## src/design/bitmap_sort_engine_top_defines.svh

```systemverilog
// assertion macros used by the bitmap sort engine back end
`ifndef BITMAP_SORT_ENGINE_TOP_DEFINES_SVH
`define BITMAP_SORT_ENGINE_TOP_DEFINES_SVH

// same-cycle implication, checked out of reset
`define BSE_ASSERT_NOW(lbl, ante, cons, msg) \
	lbl: assert property (@(posedge clk) disable iff (!arst_n) (ante) |-> (cons)) \
		else $error(msg);

// next-cycle implication, checked out of reset
`define BSE_ASSERT_NEXT(lbl, ante, cons, msg) \
	lbl: assert property (@(posedge clk) disable iff (!arst_n) (ante) |=> (cons)) \
		else $error(msg);

`endif

```

## src/design/bse_pkg.sv

```systemverilog
// shared constants for the bitmap sort engine
package bse_pkg;

	localparam int VALUE_W    = 20;
	localparam int LIMIT_W    = 21;
	localparam int APB_ADDR_W = 2;
	localparam int APB_DATA_W = 32;
	localparam int FIFO_DEPTH = 4;

	localparam logic [LIMIT_W-1:0] LIMIT_RESET = 21'h100000;

	localparam logic CMD_INSERT = 1'b0;
	localparam logic CMD_FETCH  = 1'b1;

	localparam logic [APB_ADDR_W-1:0] ADDR_VALUE_LIMIT = 2'd0;

endpackage

```

## src/design/bse_apb_regs.sv

```systemverilog
// apb configuration register of the bitmap sort engine
module bse_apb_regs (
	input  logic                            clk,
	input  logic                            arst_n,
	input  logic                            psel,
	input  logic                            penable,
	input  logic                            pwrite,
	input  logic [bse_pkg::APB_ADDR_W-1:0]  paddr,
	input  logic [bse_pkg::APB_DATA_W-1:0]  pwdata,
	output logic [bse_pkg::APB_DATA_W-1:0]  prdata,
	output logic                            pready,
	output logic [bse_pkg::LIMIT_W-1:0]     value_limit
);
	import bse_pkg::*;

	logic [LIMIT_W-1:0] limit_q;
	logic               wr_en;

	assign pready      = 1'b1;
	assign wr_en       = psel && penable && pwrite && pready && (paddr == ADDR_VALUE_LIMIT);
	assign value_limit = limit_q;

	always_ff @(posedge clk or negedge arst_n) begin
		if (!arst_n) begin
			limit_q <= LIMIT_RESET;
		end else if (wr_en) begin
			limit_q <= pwdata[LIMIT_W-1:0];
		end
	end

	always_comb begin
		prdata = '0;
		if (paddr == ADDR_VALUE_LIMIT) begin
			prdata = {{(APB_DATA_W-LIMIT_W){1'b0}}, limit_q};
		end
	end
endmodule

```

## config.mk

```make
export PLATFORM = sky130hd
export DESIGN_NAME = bse_apb_regs
export DESIGN_NICKNAME = d
export VERILOG_FILES = /design/src/design/bitmap_sort_engine_top_defines.svh /design/src/design/bse_pkg.sv /design/src/design/bse_apb_regs.sv
export SDC_FILE = /design/constraint.sdc
export NUM_CORES = 1
export LEC_CHECK = 0
export ABC_AREA = 1
export BUFFER_PORTS_ARGS = -buffer_cell sky130_fd_sc_hd__buf_2
export CORE_MARGIN = 2
export CORE_UTILIZATION = 30
export CTS_CLUSTER_SIZE = 25
export DETAILED_ROUTE_END_ITERATION = 8
export PLACE_DENSITY = 0.61
export SYNTH_ARGS = -nofsm -noshare
export SYNTH_HDL_FRONTEND = slang
export SYNTH_SLANG_ARGS = --single-unit
```

## constraint.sdc

```tcl
create_clock -name clk -period 1.5 [get_ports clk]
set_input_delay 0.075 -clock clk [delete_from_list [all_inputs] [get_ports clk]]
set_output_delay 0.075 -clock clk [all_outputs]
set_load 0.01 [all_outputs]
```

### Yosys cells after proc, flatten, opt, wreduce, memory -nomap -nowiden

Index checks and enable logic that the tools add are counted.

| word-level totals | value |
|---|---|
| word-level logic and storage cells | 6 |
| register bits | 21 |
| input port bits | 39 |

| operators by class | value |
|---|---|
| reductions and logical operators | 4 |
| muxes and demuxes | 1 |

Operator list:

| operator | number |
|---|---|
| 21-bit two-way mux | 1 |
| 1-bit logical AND | 3 |
| 2-bit zero test | 1 |

### Logic depth before layout (Yosys ltp)

| depth | value |
|---|---|
| depth in word-level cells | 3 |
| gate-level depth with buffers | 6 |
| mapped depth without buffers | 5 |

### Worst setup path after synthesis

OpenSTA, ideal clock, no wires.

| timing path | value |
|---|---|
| kind | reg2out |
| start | register limit_q[20] (netlist: value_limit[20]) |
| end | output prdata[20] (netlist name) |
| data arrival time | 0.757 ns |
| data required time | 1.425 ns |
| stages on the path, launching flop included | 3 |
| slack | 0.668 ns |
| path buffers | 0 |
| cells stage by stage | dfstp_2 > inv_1 > nor2_1 |

| on the way | value |
|---|---|
| longest elaborated chain between the ends | 1 |

RTL lines:

| item | RTL line | text |
|---|---|---|
| from (decl) | bse_apb_regs.sv:16 | `logic [LIMIT_W-1:0] limit_q;` |
| from (signal assigned) | bse_apb_regs.sv:27 | `limit_q <= pwdata[LIMIT_W-1:0];` |
| 21-bit two-way mux | bse_apb_regs.sv:33 | `if (paddr == ADDR_VALUE_LIMIT) begin` |
| to (decl) | bse_apb_regs.sv:10 | `output logic [bse_pkg::APB_DATA_W-1:0] prdata,` |

No other way between the ends.

### Worst setup path in the final report

Ends and elaborated chain as after synthesis.

==> flow_summary.yaml <==
placed_design:
  numPortBuffers: 69
  post-dp-hpwl_mm: 1.991
  pre_cts_ws_ps: 306.8
  gp_congestion: 0.7248
critical_path:
  critPathKind: "reg2out"
  r2r_slack_ps: 780
  critical_path_buf_inv_count: 2
  cp.depth: 3
  worst_path_dominant_cell_family: "flip-flops"
  worstPathCellList: "inv_1 > nor2_1 > buf_2"
  reg2regPathDepth: 2
  crit_path_start_kind: "register"
  critPathSlowestCell: "dfstp_2"
  worstPathRequired_ps: 1420
  cp_data_arrival_time_ps: 1060
  cpPeakStageDelay_ps: 540
  critPathMaxFanout: 3
  worstSetupEndpointType: "output pin"
timing:
  hold_violations: 0
  hold_ws_ps: 24.14
  slew_violations: 0
  fmax_mhz: 882.7
  rsz0062_at_grt: "false"
  worst_slack_ps: 367.2
  fin_tns_setup_ps: 0
  setup-violations-final: 0
  clock_skew_ps: 0
  finalCritPeriodShare_pct: 75.52
  post-route-min-period_ps: 1133
grt:
  use_met2_pct: 22.22
  grt.busiest_layer: "met2"
  antenna_found_initial: 0
  grt_pass1_wl_mm: 4.264
  grt_use_met1_pct: 15.98
  gr-usage-met3_pct: 1.022
  grt_start_max_net_pins: 22
  grt.total_usage_pct: 12.71
  grt_pass1_vias: 909
  grt_overflow: 0
yosys:
  avgSynthCellArea_sq_um: 7.450
  yosysWarnings: 0
  synth_commonest_cells: "43 x nand2_1, 22 x inv_1, 21 x nand3_1, 21 x nor2_1, 20 x dfrtp_1"
  synth_edf_count: 0
  synth_top_area_share_pct: 43.62
  synth_area_sq_um: 1147
  synth.distinct_cells: 13
  syn-instance-count: 154
  synth_area_leaders: "dfrtp_1 44%, nand2_1 14%, buf_4 10%, nand3_1 9.2%, inv_1 7.2%"
  yosysTopAreaCell: "dfrtp_1"
  synth-main-ff-cell: "dfrtp_1"
  synth-seq-area-share_pct: 45.91
  yosysMostFrequentCell: "nand2_1"
  synth_seq_cells: 21
  postSynth.asyncResetShare_pct: 100.0
routing:
  wirelength_mm: 2.689
  vias_per_cell: 3.996
  wire_per_inst_microns: 9.996
  drt_iter0_drc: 40
  drc: 0
  vias: 1075
  ant_nets: 0
  drt-pass1-iter-count: 4
cts:
  cts_tree: "built"
  clk_latency_ps: 260
  cts_buffers: 3
  clock_sinks: 21
  postCtsSetupRepairBufs: 0
  cts_resized: 0
  htreeDepth: 1
  path_clk_slew_ps: 80
  clockRootBuffer: "clkbuf_8"
  cts_buffer_depth: 2
min_path:
  hold_path_depth: 3
  hp-class: "in2reg"
floorplanning:
  die_area_sq_um: 4335
  ioPinCount: 93
  rows: 22
  die_h_microns: 65.84
  die_w_microns: 65.84
  initial_utilization_pct: 31.34
  core-area_sq_um: 3661
pwr:
  power.leakage_nw: 0.9514
  peakVddDrop_mv: 0.3750
  power.density_nw_per_um2: 1071
  total_power_mw: 1.626
finish:
  syn_to_final_growth_pct: 32.39
  layout-drive-gt1-share_pct: 36.65
  largest_reg_flops: 21
  antenna_cells: 0
  layout.nets: 261
run_status:
  status: "completed"
flow_run:
  drv_cap: 0
-- path summary, 6_finish.rpt --
path	startpoint	to
max	value_limit[20]$_DFFE_PN1P_	prdata[20]
min reg2reg	value_limit[20]$_DFFE_PN1P_	value_limit[20]$_DFFE_PN1P_
min	pwdata[20]	value_limit[20]$_DFFE_PN1P_
min in group asynchronous	arst_n	value_limit[16]$_DFFE_PN0P_
max in group asynchronous	arst_n	value_limit[20]$_DFFE_PN1P_
max reg2reg	value_limit[20]$_DFFE_PN1P_	value_limit[20]$_DFFE_PN1P_
-- final cells by class --
class | instances | area, sq um
clock buffer | 3 | 41.29
multi-input combinational | 100 | 419.2
tap | 48 | 60.06
clock inverter | 1 | 7.507
fill | 393 | 2142
inverter | 23 | 86.33
sequential | 21 | 526.8
timing repair buffer | 73 | 377.9
-- through the flow --
| stage | instance area [sq um] | util, % | std cells |
|---|---|---|---|
| 3_3_place_gp | 1460 | 39.88 | 264 |
| 4_1_cts | 1519 | 41.49 | 269 |
| 3_5_place_dp | 1460 | 39.88 | 264 |
| 6_report | 1519 | 41.49 | 269 |
| 2_1_floorplan | 1185 | - | 164 |
| 5_1_grt | 1519 | 41.49 | 269 |
-- report_power, final --
group	switching, mW	leakage [nW]	internal [mW]	total, mW
Combinational	0.275	0.665	0.202	0.477
Sequential	0.0876	0.265	0.686	0.773
Clock	0.189	0.0217	0.187	0.376
Total	0.551	0.951	1.07	1.63
-- cells by family after synthesis --
group | share of synthesized area, %
AND/OR/NAND/NOR | 32.61
buffers and inverters | 20.83
flip-flops | 45.91
other | 0.6546
-- worst reg2reg max path: stages, from the launching register on --
cell and delay, ps:
dfstp_2 540, nand2_1 50, nand2_1 70
-- layer usage --
| metal | vias to the layer above | part of all wire, % |
|---|---|---|
| li1 | 563 | - |
| met1 | 466 | 44 |
| met2 | 44 | 49 |
| met3 | 2 | 5.2 |
| met4 | 0 | 1.3 |
| met5 | - | 0 |
-- timing repair --
action,CTS,global route
endpoints found under the hold margin,20,0
setup endpoints to repair,0,0
hold buffers,1,0
-- cell usage in the layout (no fill, tap or decap) --
master / netlist / layout
conb_1: 2 / 12
clkinvlp_4: 0 / 1
nand2_2: 1 / 1
dlygate4sd3_1: 0 / 1
inv_2: 1 / 1
nand2_1: 43 / 43
clkbuf_8: 0 / 3
dfstp_2: 1 / 1
inv_1: 22 / 22
buf_4: 16 / 3
nor2_4: 2 / 2
dfrtp_1: 20 / 20
nor2_1: 21 / 21
nand3_1: 21 / 21
buf_2: 2 / 69
Power figures use the tool's default switching activity.
