### src/design/bitmap_sort_engine_top_defines.svh
// assertion macros used by the bitmap sort engine back end
`ifndef BITMAP_SORT_ENGINE_TOP_DEFINES_SVH
`define BITMAP_SORT_ENGINE_TOP_DEFINES_SVH

// same-cycle implication, checked out of reset
`define BSE_ASSERT_NOW(lbl, ante, cons, msg) \
	lbl: assert property (@(posedge clk) disable iff (!arst_n) (ante) |-> (cons)) \
		else $error(msg);

// next-cycle implication, checked out of reset
`define BSE_ASSERT_NEXT(lbl, ante, cons, msg) \
	lbl: assert property (@(posedge clk) disable iff (!arst_n) (ante) |=> (cons)) \
		else $error(msg);

`endif

### src/design/bse_pkg.sv
// shared constants for the bitmap sort engine
package bse_pkg;

	localparam int VALUE_W    = 20;
	localparam int LIMIT_W    = 21;
	localparam int APB_ADDR_W = 2;
	localparam int APB_DATA_W = 32;
	localparam int FIFO_DEPTH = 4;

	localparam logic [LIMIT_W-1:0] LIMIT_RESET = 21'h100000;

	localparam logic CMD_INSERT = 1'b0;
	localparam logic CMD_FETCH  = 1'b1;

	localparam logic [APB_ADDR_W-1:0] ADDR_VALUE_LIMIT = 2'd0;

endpackage

### src/design/bse_if.sv
// item and result channel interfaces of the bitmap sort engine
interface bse_item_if;
	import bse_pkg::*;

	logic               valid;
	logic               ready;
	logic               cmd;
	logic [VALUE_W-1:0] value;

	modport source(output valid, output cmd, output value, input ready);
	modport sink(input valid, input cmd, input value, output ready);
endinterface


### src/design/bse_front.sv
// front end: takes items, checks the limit and splits values into word and bit index
module bse_front #(
	parameter int VALUE_BITS = 20,
	parameter int WORD_BITS  = 64,
	parameter int ENTRY_W    = 22
) (
	input  logic                         clk,
	input  logic                         arst_n,
	bse_item_if.sink                     item,
	input  logic [bse_pkg::LIMIT_W-1:0]  value_limit,
	input  logic                         clear_busy,
	output logic                         push_valid,
	output logic [ENTRY_W-1:0]           push_data,
	input  logic                         push_ready
);
	import bse_pkg::*;

	localparam int WORD_COUNT = ((1 << VALUE_BITS) + WORD_BITS - 1) / WORD_BITS;
	localparam int WI_W       = (WORD_COUNT > 1) ? $clog2(WORD_COUNT) : 1;
	localparam int BI_W       = $clog2(WORD_BITS);
	localparam int S_SHIFT    = VALUE_BITS + BI_W;
	localparam int M_W        = VALUE_BITS + 1;
	localparam int P_W        = 2 * VALUE_BITS + 2;
	localparam int QW_W       = VALUE_BITS + BI_W + 1;
	localparam int LW         = VALUE_BITS + LIMIT_W;
	localparam int XW         = VALUE_BITS + VALUE_W;
	localparam logic [M_W-1:0]  RECIP   = M_W'((longint'(1) << S_SHIFT) / WORD_BITS);
	localparam logic [BI_W:0]   WB_WIDE = (BI_W+1)'(WORD_BITS);

	logic                  advance;
	logic                  accept;
	logic [XW-1:0]         value_ext;
	logic [VALUE_BITS-1:0] value_in;

	logic                  v_s1, v_s2, v_s3;
	logic                  cmd_s1, cmd_s2, cmd_s3;
	logic                  ok_s1, ok_s2, ok_s3;
	logic [VALUE_BITS-1:0] val_s1, val_s2, val_s3;
	logic [P_W-1:0]        prod_s2;
	logic [WI_W-1:0]       q0_s3;
	logic [VALUE_BITS-1:0] qw_s3;

	logic [VALUE_BITS:0]   diff;
	logic [BI_W:0]         rem;
	logic [WI_W-1:0]       wi;
	logic [BI_W-1:0]       bi;

	assign value_ext  = {{VALUE_BITS{1'b0}}, item.value};
	assign value_in   = value_ext[VALUE_BITS-1:0];
	assign advance    = !v_s3 || push_ready;
	assign item.ready = advance && !clear_busy;
	assign accept     = item.valid && item.ready;

	always_ff @(posedge clk or negedge arst_n) begin
		if (!arst_n) begin
			v_s1 <= 1'b0;
			v_s2 <= 1'b0;
			v_s3 <= 1'b0;
		end else if (advance) begin
			v_s1 <= accept;
			v_s2 <= v_s1;
			v_s3 <= v_s2;
		end
	end

	always_ff @(posedge clk) begin
		if (advance) begin
			cmd_s1  <= item.cmd;
			ok_s1   <= (LW'(value_in) < LW'(value_limit));
			val_s1  <= value_in;
			cmd_s2  <= cmd_s1;
			ok_s2   <= ok_s1;
			val_s2  <= val_s1;
			prod_s2 <= P_W'(val_s1) * P_W'(RECIP);
			cmd_s3  <= cmd_s2;
			ok_s3   <= ok_s2;
			val_s3  <= val_s2;
			q0_s3   <= prod_s2[S_SHIFT +: WI_W];
			qw_s3   <= VALUE_BITS'(QW_W'(prod_s2[S_SHIFT +: WI_W]) * QW_W'(WORD_BITS));
		end
	end

	// reciprocal quotient is short by at most one
	always_comb begin
		diff = {1'b0, val_s3} - {1'b0, qw_s3};
		rem  = diff[BI_W:0];
		if (rem >= WB_WIDE) begin
			wi = WI_W'(q0_s3 + 1'b1);
			bi = BI_W'(rem - WB_WIDE);
		end else begin
			wi = q0_s3;
			bi = rem[BI_W-1:0];
		end
	end

	assign push_valid = v_s3;
	assign push_data  = {cmd_s3, ok_s3, wi, bi};
endmodule

### src/flat_wrapper.sv
// flat-port wrapper written by rule: the top's interface ports become plain ports
module bse_front_flat import bse_pkg::*;
#(
	parameter int VALUE_BITS = 20,
	parameter int WORD_BITS  = 64,
	parameter int ENTRY_W    = 22
)
  (clk, arst_n, value_limit, clear_busy, push_valid, push_data, push_ready, item_valid, item_cmd, item_value, item_ready);
  bse_item_if item_i ();
  input  logic clk;
  input  logic arst_n;
  input  logic [bse_pkg::LIMIT_W-1:0] value_limit;
  input  logic clear_busy;
  output logic push_valid;
  output logic [ENTRY_W-1:0] push_data;
  input  logic push_ready;
  input wire logic [$bits(item_i.valid)-1:0] item_valid;
  input wire logic [$bits(item_i.cmd)-1:0] item_cmd;
  input wire logic [$bits(item_i.value)-1:0] item_value;
  output wire logic [$bits(item_i.ready)-1:0] item_ready;
  assign item_i.valid = item_valid;
  assign item_i.cmd = item_cmd;
  assign item_i.value = item_value;
  assign item_ready = item_i.ready;
  bse_front #(.VALUE_BITS(VALUE_BITS), .WORD_BITS(WORD_BITS), .ENTRY_W(ENTRY_W)) u_core (.clk(clk), .arst_n(arst_n), .item(item_i), .value_limit(value_limit), .clear_busy(clear_busy), .push_valid(push_valid), .push_data(push_data), .push_ready(push_ready));
endmodule
### config.mk
export PLATFORM = sky130hd
export DESIGN_NAME = bse_front_flat
export DESIGN_NICKNAME = d
export VERILOG_FILES = /design/src/design/bitmap_sort_engine_top_defines.svh /design/src/design/bse_pkg.sv /design/src/design/bse_if.sv /design/src/design/bse_front.sv /design/src/flat_wrapper.sv
export SDC_FILE = /design/constraint.sdc
export NUM_CORES = 1
export LEC_CHECK = 0
export BUFFER_PORTS_ARGS = -buffer_cell sky130_fd_sc_hd__buf_2
export CORE_AREA = 4 4 77 79
export DETAILED_ROUTE_END_ITERATION = 16
export DIE_AREA = 0 0 81 83
export GPL_ROUTABILITY_DRIVEN = 1
export PLACE_DENSITY = 0.79
export REMOVE_ABC_BUFFERS = 1
export SLEW_MARGIN = 20
export SYNTH_ARGS = -nofsm -noshare
export SYNTH_HDL_FRONTEND = slang
export SYNTH_SLANG_ARGS = --single-unit
### constraint.sdc
create_clock -name clk -period 3.96 [get_ports clk]
set_input_delay 0.792 -clock clk [delete_from_list [all_inputs] [get_ports clk]]
set_output_delay 0.792 -clock clk [all_outputs]
set_load 0.05 [all_outputs]
# Yosys cells after proc, flatten, opt, wreduce, memory -nomap -nowiden
# Cells that the tools add are included.
[totals] regBits=70 input_bits=47 out_inout_bits=24 wordCells=25
[op_classes] n_addsub=3 magnitude_cmp=2 mux=2 reduce_logical=5
[op_table] op="$lt 20x21->1" count=1
[op_table] op="$add 14x1->14 const B" count=1
[op_table] op="$mux 14" count=1
[op_table] op="$ge 7x7->1 const B" count=1
[op_table] op="$sub 7x7->7" count=1
[op_table] op="$mux 6" count=1
[op_table] op="$sub 6x1->6 const B" count=1
[op_table] op="$logic_and 1x1->1" count=2
[op_table] op="$logic_not 1->1" count=2
[op_table] op="$logic_or 1x1->1" count=1

# Depth between registers and ports, before layout
# Gate-level depths: netlist (run 1).
[depth] depth_word=4 depth_mapped=6 mapped_depth_nobuf=6

# Least setup slack after synthesis (run 1)
# OpenSTA, ideal clock, no wires.
[synth_timing] kind="in2out" startpoint="input port push_ready" endpoint="output port item_ready" arrival_time_ns=3.356 t_required_ns=3.168 slack_ns=-0.188 path_stages=2 path_buffers=0 path_cell_list="nand2b_1 nor2b_1"
[synth_between] elab_chain_len=2
[synth_rtl] item="start: declaration" line="flat_wrapper.sv:16" source="input logic push_ready;"
[synth_rtl] item="$logic_or 1x1->1" line="bse_front.sv:50" source="assign advance = !v_s3 || push_ready;"
[synth_rtl] item="$logic_and 1x1->1" line="bse_front.sv:51" source="assign item.ready = advance && !clear_busy;"
[synth_rtl] item="end: declaration" line="flat_wrapper.sv:20" source="output wire logic [$bits(item_i.ready)-1:0] item_ready;"
# Every way passes these cells.

# Worst setup path after layout (run 1)
# Same ends and word-level chain as after synthesis.

==> impl_metrics.yaml, run 1 <==
run_status:
  status: "complete, no violations"
critical_path:
  crit_path_frequent_cell: "buf_2"
  setup.reg_to_reg.worst_slack_ps: 2170
  cp.depth: 4
  slowest_delay_ps: 530
  rr_endpoint: "u_core.val_s1[9]$_DFFE_PN_"
  rr_worst_depth: 2
  path_max_fanout: 31
  critPathKind: "in -> out"
  critPathLaunch: "push_ready"
  cp.arrival_ps: 1870
  path_buf_inv: 2
  r2r_start: "u_core.push_valid$_DFFE_PN0N_"
  endpoint_kind: "output port"
  cpMaxStageDelayCell: "nand2b_2"
  critPathTopFamily: "simple AND/OR/NAND/NOR gates"
  startpoint_type: "primary input"
  crit_end: "item_ready"
  cp.required_ps: 3170
  worstPathCellList: "buf_2 > nand2b_2 > nor2b_1 > buf_2"
layout:
  antenna_cells: 0
  synthToLayoutAreaGrowth_pct: 22.90
  utilization_pct: 59.89
  nNetsFinal: 290
  final_layout_size_suffix_gt1_share_pct: 37.55
synth:
  async_reset_ff_share_pct: 4.348
  ys_warn_count: 0
  synth-simple-area-share_pct: 3.608
  synth-seq-cells: 69
  synth.avg_cell_area_sq_um: 18.06
  synth-edff-count: 66
  synth-xor-area-share_pct: 0
  synthTopCellsByCount: "66 x edfxtp_1, 21 x inv_1, 19 x ha_1, 4 x a21oi_1"
  synth_compound_area_share_pct: 4.137
  yosysMostFrequentCell: "edfxtp_1"
  synth_top_family_by_area: "adder cells"
  synthMuxAreaShare_pct: 0.4329
  seq_area_frac_synth_pct: 79.08
  netlist.area_leader.share_pct: 76.19
  netlist_area_sq_mm: 0.002601
  ys.flop_type: "edfxtp_1"
  synth_area_leaders: "edfxtp_1 76%, ha_1 9.1%, inv_1 3.0%"
  synthAdderAreaFrac_pct: 9.139
  postSynthCellCount: 144
  synth_cell_types: 24
  yosys.area.top_type: "edfxtp_1"
die:
  coreArea_sq_mm: 0.005338
  initial_core_util_pct: 48.73
  fp.dieArea_sq_mm: 0.006723
  die_height_microns: 83
  fp.dieW_microns: 81
  rows: 27
  design.portCount: 71
power_and_ir_drop:
  power_switching_uw: 517.4
  p_int_mw: 1.258
  power_density_mw_per_mm2: 555.4
  p_comb_share_pct: 19.4
  swShare_pct: 29.14
  total_power_mw: 1.775
  p_leak_nw: 1.403
  power_frac_clock_pct: 25.2
  seq_power_share_pct: 55.5
  vdd_drop_max_mv: 0.2472
timing:
  relSlewSlack_pct: 56.31
  fin_skew_ps: 4.968
  drv_slew: 0
  setup_tns_ps: 0
  setup_ws_ps: 1301
  rsz0062_at_grt: "false"
  finalHoldViolations: 0
  period_share_pct: 67.14
  tightest_slew_ps: 655.4
  setup_viol: 0
  finalCriticalPeriod_ps: 2659
  max_clock_freq_ghz: 0.3761
  holdWs_ps: 254.8
grt:
  grt_pass1_wl_mm: 5.554
  grtUsageTotal_pct: 11.05
  grt_max_degree: 42
  antenna_found_initial: 0
  grt_pass1_vias: 1296
  globalRouteOverflowTotal: 0
flow_run:
  drv_cap: 0
clocking:
  cts.sinks: 69
  tritoncts: "done"
  htreeDepth: 3
  postCtsSetupBuffers: 0
  hold_buffers: 0
  root_buffer: "clkbuf_8"
  cts_buffers: 9
  cts.clk_slew.worst_paths_ps: 60
  clock_latency_ps: 320
  cts_resized: 0
  cts_buffer_depth: 2
placement:
  place_hpwl_mm: 2.668
  gp_congestion: 0.7681
  portBuffers: 70
  pre_cts_ws_ps: 1276
drt:
  drt_first_pass_iters: 4
  vias_per_cell: 4.458
  drt_iter0_markers: 103
  drtAntennaViolNets: 0
  dr_total_vias: 1342
  wirelength_mm: 3.479
  wl_per_cell_microns: 11.56
  drc: 0
min_path:
  worstHoldPathType: "in -> async"
## through the flow
stage / cells / area, sq um
6_report: 301 / 3197
5_1_grt: 301 / 3197
4_1_cts: 301 / 3197
3_5_place_dp: 285 / 3037
3_3_place_gp: 285 / 3037
2_1_floorplan: 142 / 2586
## flip-flops by register name, summed over array words and instances (netlist names), 6 cells and up
register,flops
u_core.val_s1,20
u_core.val_s2,20
u_core.q0_s3,14
u_core.val_s3,6
## power groups by stage
| stage | sequential (mW) | clock, mW | combinational, mW |
|---|---|---|---|
| final | 0.985 | 0.447 | 0.344 |
| after global routing | 0.998 | 0.496 | 0.366 |
| after CTS | 0.987 | 0.466 | 0.348 |
| after detailed placement | 1.00 | 0 | 0.347 |
| after global placement | 0.997 | 0 | 0.343 |
| after floorplan | 1.19 | 0 | 0.0700 |
## per-layer routing
metal	up-vias	wire, microns	track usage [%]	part of all wire, %
met3	5	242	3.905	7.0
met4	0	63	5.991	1.8
met5	-	0	0	0
met1	592	1580	13.79	45
li1	699	-	-	-
met2	46	1593	16.65	46
## layout by cell type (no fill, tap or decap)
master	instances
clkinvlp_4	2
buf_2	70
clkbuf_1	3
nand3b_1	1
buf_4	1
a211oi_1	2
a21oi_1	4
nor2_1	3
a21o_1	2
o21ai_0	3
clkbuf_8	9
dfrtp_1	3
nand3_1	2
nand2b_2	1
nand4_1	2
o221ai_1	1
inv_1	21
nand2_1	1
a211o_1	2
clkinv_2	2
or4_1	1
nor2b_1	1
o211ai_1	1
ha_1	19
o2111ai_1	1
edfxtp_1	66
nand2b_1	2
and4b_1	1
and3_1	1
mux2_2	1
## how the worst min path moves through the flow
| stage | from | end | depth (start not counted) |
|---|---|---|---|
| after floorplan | u_core.cmd_s1$_DFFE_PN_ | u_core.cmd_s2$_DFFE_PN_ | 0 |
| after global placement | u_core.val_s1[1]$_DFFE_PN_ | u_core.val_s2[1]$_DFFE_PN_ | 0 |
| after detailed placement | u_core.ok_s1$_DFFE_PN_ | u_core.ok_s2$_DFFE_PN_ | 0 |
| after CTS | arst_n | u_core.v_s2$_DFFE_PN0N_ | 1 |
| after global routing | arst_n | u_core.v_s1$_DFFE_PN0N_ | 1 |
| final | arst_n | u_core.push_valid$_DFFE_PN0N_ | 1 |
## area by class of cell
class / count / area, sq um
clock buffer: 12 / 135.1
clock inverter: 4 / 25.02
fill: 413 / 2141
inverter: 21 / 78.83
multi-input combinational: 52 / 452.9
sequential: 69 / 2057
tap: 72 / 90.09
timing repair buffer: 71 / 357.8
## logic make-up (layout without fill, tap and decap cells)
family                   Yosys count  after routing
AND/OR/NAND/NOR                   16             16
AO/OA/AOI/OAI                     16             16
flip-flops                        69             69
buffers and inverters             23            108
adder cells (fa/ha/maj)           19             19
multiplexers                       1              1
Power figures use the tool's default switching activity.
==> inputs of run 2 (changes only) <==
--- a/config.mk
+++ b/config.mk
@@ -5,12 +5,13 @@
 export SDC_FILE = /design/constraint.sdc
 export NUM_CORES = 1
 export LEC_CHECK = 0
+export ABC_AREA = 1
 export BUFFER_PORTS_ARGS = -buffer_cell sky130_fd_sc_hd__buf_2
 export CORE_AREA = 4 4 77 79
 export DETAILED_ROUTE_END_ITERATION = 16
 export DIE_AREA = 0 0 81 83
 export GPL_ROUTABILITY_DRIVEN = 1
-export PLACE_DENSITY = 0.79
+export PLACE_DENSITY = 0.81
 export REMOVE_ABC_BUFFERS = 1
 export SLEW_MARGIN = 20
 export SYNTH_ARGS = -nofsm -noshare
==> constraint.sdc (replaced) <==
create_clock -name clk -period 2.5 [get_ports clk]
set_input_delay 0.5 -clock clk [delete_from_list [all_inputs] [get_ports clk]]
set_output_delay 0.5 -clock clk [all_outputs]
set_load 0.05 [all_outputs]
==> run 2 against run 1 <==
  * Critical path depth stayed put
  * First-iteration DRC count is 24% lower
  * Non-clock buffer count is 2 higher
  * Global-route usage is 2.0 points higher
  * Worst setup slack worse by 530 ps
==> impl_metrics.yaml, run 2 <==
run_status:
  status: "complete, no violations"
die:
  coreArea_sq_mm: 0.005338
  fp.dieW_microns: 81
  design.portCount: 71
  rows: 27
  initial_core_util_pct: 50.23
  die_height_microns: 83
  fp.dieArea_sq_mm: 0.006723
clocking:
  tritoncts: "done"
  htreeDepth: 3
  cts.clk_slew.worst_paths_ps: 60
  clock_latency_ps: 320
  cts_buffer_depth: 2
  cts.sinks: 69
  cts_buffers: 9
  root_buffer: "clkbuf_8"
grt:
  grt_pass1_wl_mm: 6.541
  met2_usage_pct: 22.55
  grt.busiest_layer: "met2"
  grtUsageTotal_pct: 13.07
  globalRouteMet3Util_pct: 3.688
  globalRouteOverflowTotal: 0
  grt_max_degree: 34
  grt_pass1_vias: 1544
  antenna_found_initial: 0
  met1_usage_pct: 13.90
layout:
  reg.largest.list: "u_core.val_s1 (20), u_core.val_s2 (20), u_core.q0_s3 (14)"
  final_cell_mix: "70 x buf_2, 66 x edfxtp_1, 39 x nand2_1"
  layout.cells.most_common: "buf_2"
  nNetsFinal: 332
  antenna_cells: 0
  final_layout_size_suffix_gt1_share_pct: 33.70
  synthToLayoutAreaGrowth_pct: 25.29
timing:
  setup_viol: 0
  period_share_pct: 69.32
  setup_tns_ps: 0
  finalHoldViolations: 0
  finalCriticalPeriod_ps: 1733
  relSlewSlack_pct: 57.09
  tightest_slew_ps: 642.7
  drv_slew: 0
  setup_ws_ps: 767.1
  max_clock_freq_ghz: 0.5771
  rsz0062_at_grt: "false"
  holdWs_ps: 352.2
  fin_skew_ps: 3.524
placement:
  gp_congestion: 0.7594
  pre_cts_ws_ps: 660.0
  portBuffers: 70
  place_hpwl_mm: 3.035
synth:
  synth.avg_cell_area_sq_um: 14.57
  synth-edff-count: 66
  netlist.area_leader.share_pct: 73.92
  netlist_area_sq_mm: 0.002681
  seq_area_frac_synth_pct: 76.71
  synth_area_leaders: "edfxtp_1 74%, ha_1 8.9%, nand2_1 5.5%"
  synth_cell_types: 13
  yosysMostFrequentCell: "edfxtp_1"
  synthTopCellsByCount: "66 x edfxtp_1, 39 x nand2_1, 34 x inv_1, 19 x ha_1, 8 x nor2_1"
  async_reset_ff_share_pct: 4.348
  ys.flop_type: "edfxtp_1"
  yosys.area.top_type: "edfxtp_1"
  postSynthCellCount: 184
  ys_warn_count: 0
  synth-seq-cells: 69
power_and_ir_drop:
  total_power_mw: 3.120
  power_density_mw_per_mm2: 928.7
  vdd_drop_max_mv: 0.3986
  p_leak_nw: 1.566
drt:
  drc: 0
  wirelength_mm: 3.966
  drt_first_pass_iters: 4
  dr_total_vias: 1513
  vias_per_cell: 4.424
  drtAntennaViolNets: 0
  wl_per_cell_microns: 11.60
  drt_iter0_markers: 78
critical_path:
  critPathKind: "reg -> out"
  cp.required_ps: 2000
  endpoint_kind: "output port"
  path_max_fanout: 5
  cp.arrival_ps: 1230
  startpoint_type: "register"
flow_run:
  drv_cap: 0
min_path:
  worstHoldPathType: "in -> reg"
## run 2: cell types whose count changed after synthesis, moves of 3 or more
cell	previous run	this run
nand2_1	1	39
nand2b_1	3	0
nor2_1	3	8
inv_1	21	34
## run 2: area by class of cell
class	count	area [sq um]
fillers	410	1978
clock buffers	10	127.6
inverters	35	131.4
clock inverters	5	100.1
flip-flops and latches	69	2057
multi-input cells	78	478.0
well taps	72	90.09
repair buffers	73	375.4
## run 2: final timing paths
path,from,endpoint,slack (ps),cells past startpoint
max,u_core.push_valid$_DFFE_PN0N_,item_ready,770,4
min,item_cmd,u_core.cmd_s1$_DFFE_PN_,350,1
max reg2reg,u_core.push_valid$_DFFE_PN0N_,u_core.cmd_s2$_DFFE_PN_,840,4
min reg2reg,u_core.val_s1[3]$_DFFE_PN_,u_core.val_s2[3]$_DFFE_PN_,420,0
max in group asynchronous,arst_n,u_core.v_s2$_DFFE_PN0N_,1900,2
min in group asynchronous,arst_n,u_core.v_s1$_DFFE_PN0N_,500,2
## run 2: critical path, stage by stage (launching register included)
cell and delay, ps:
dfrtp_1 340, inv_1 40, nor2_1 230, nor2_1 90, buf_2 220
## run 2: logic make-up (layout without fill, tap and decap cells)
| kind of cell | after synthesis | in the layout | share of synthesized area, % |
|---|---|---|---|
| buffers and inverters | 37 | 123 | 5.459 |
| flip-flops | 69 | 69 | 76.71 |
| AO/OA/AOI/OAI | 8 | 8 | 1.493 |
| AND/OR/NAND/NOR | 51 | 51 | 7.466 |
| adder cells (fa/ha/maj) | 19 | 19 | 8.866 |
## run 2: power breakdown
group | leakage [nW] | switching, mW | total [mW] | internal (mW)
clock | 0.116 | 0.358 | 1.01 | 0.654
sequential | 0.714 | 0.0428 | 1.55 | 1.51
combinational | 0.736 | 0.434 | 0.557 | 0.123
## run 2: through the flow
| step | utilization [%] | cells | cell area [sq um] |
|---|---|---|---|
| floorplan | - | 182 | 2666 |
| global placement | 58.49 | 326 | 3122 |
| detailed placement | 58.49 | 326 | 3122 |
| CTS | 62.94 | 342 | 3359 |
| global route | 62.94 | 342 | 3359 |
| finish | 62.94 | 342 | 3359 |
## run 2: per-layer routing
layer / vias to the layer above / wire [microns]
li1: 777 / -
met1: 690 / 1545
met2: 38 / 2133
met3: 8 / 210
met4: 0 / 77
met5: - / 0
## run 2: what timing repair did
item / 4_1_cts / 5_1_grt
setup endpoints to repair: 0 / 0
resized for setup: 0 / 0
hold endpoints to repair: 3 / 0
setup buffers: 0 / 0
hold buffers: 1 / 0
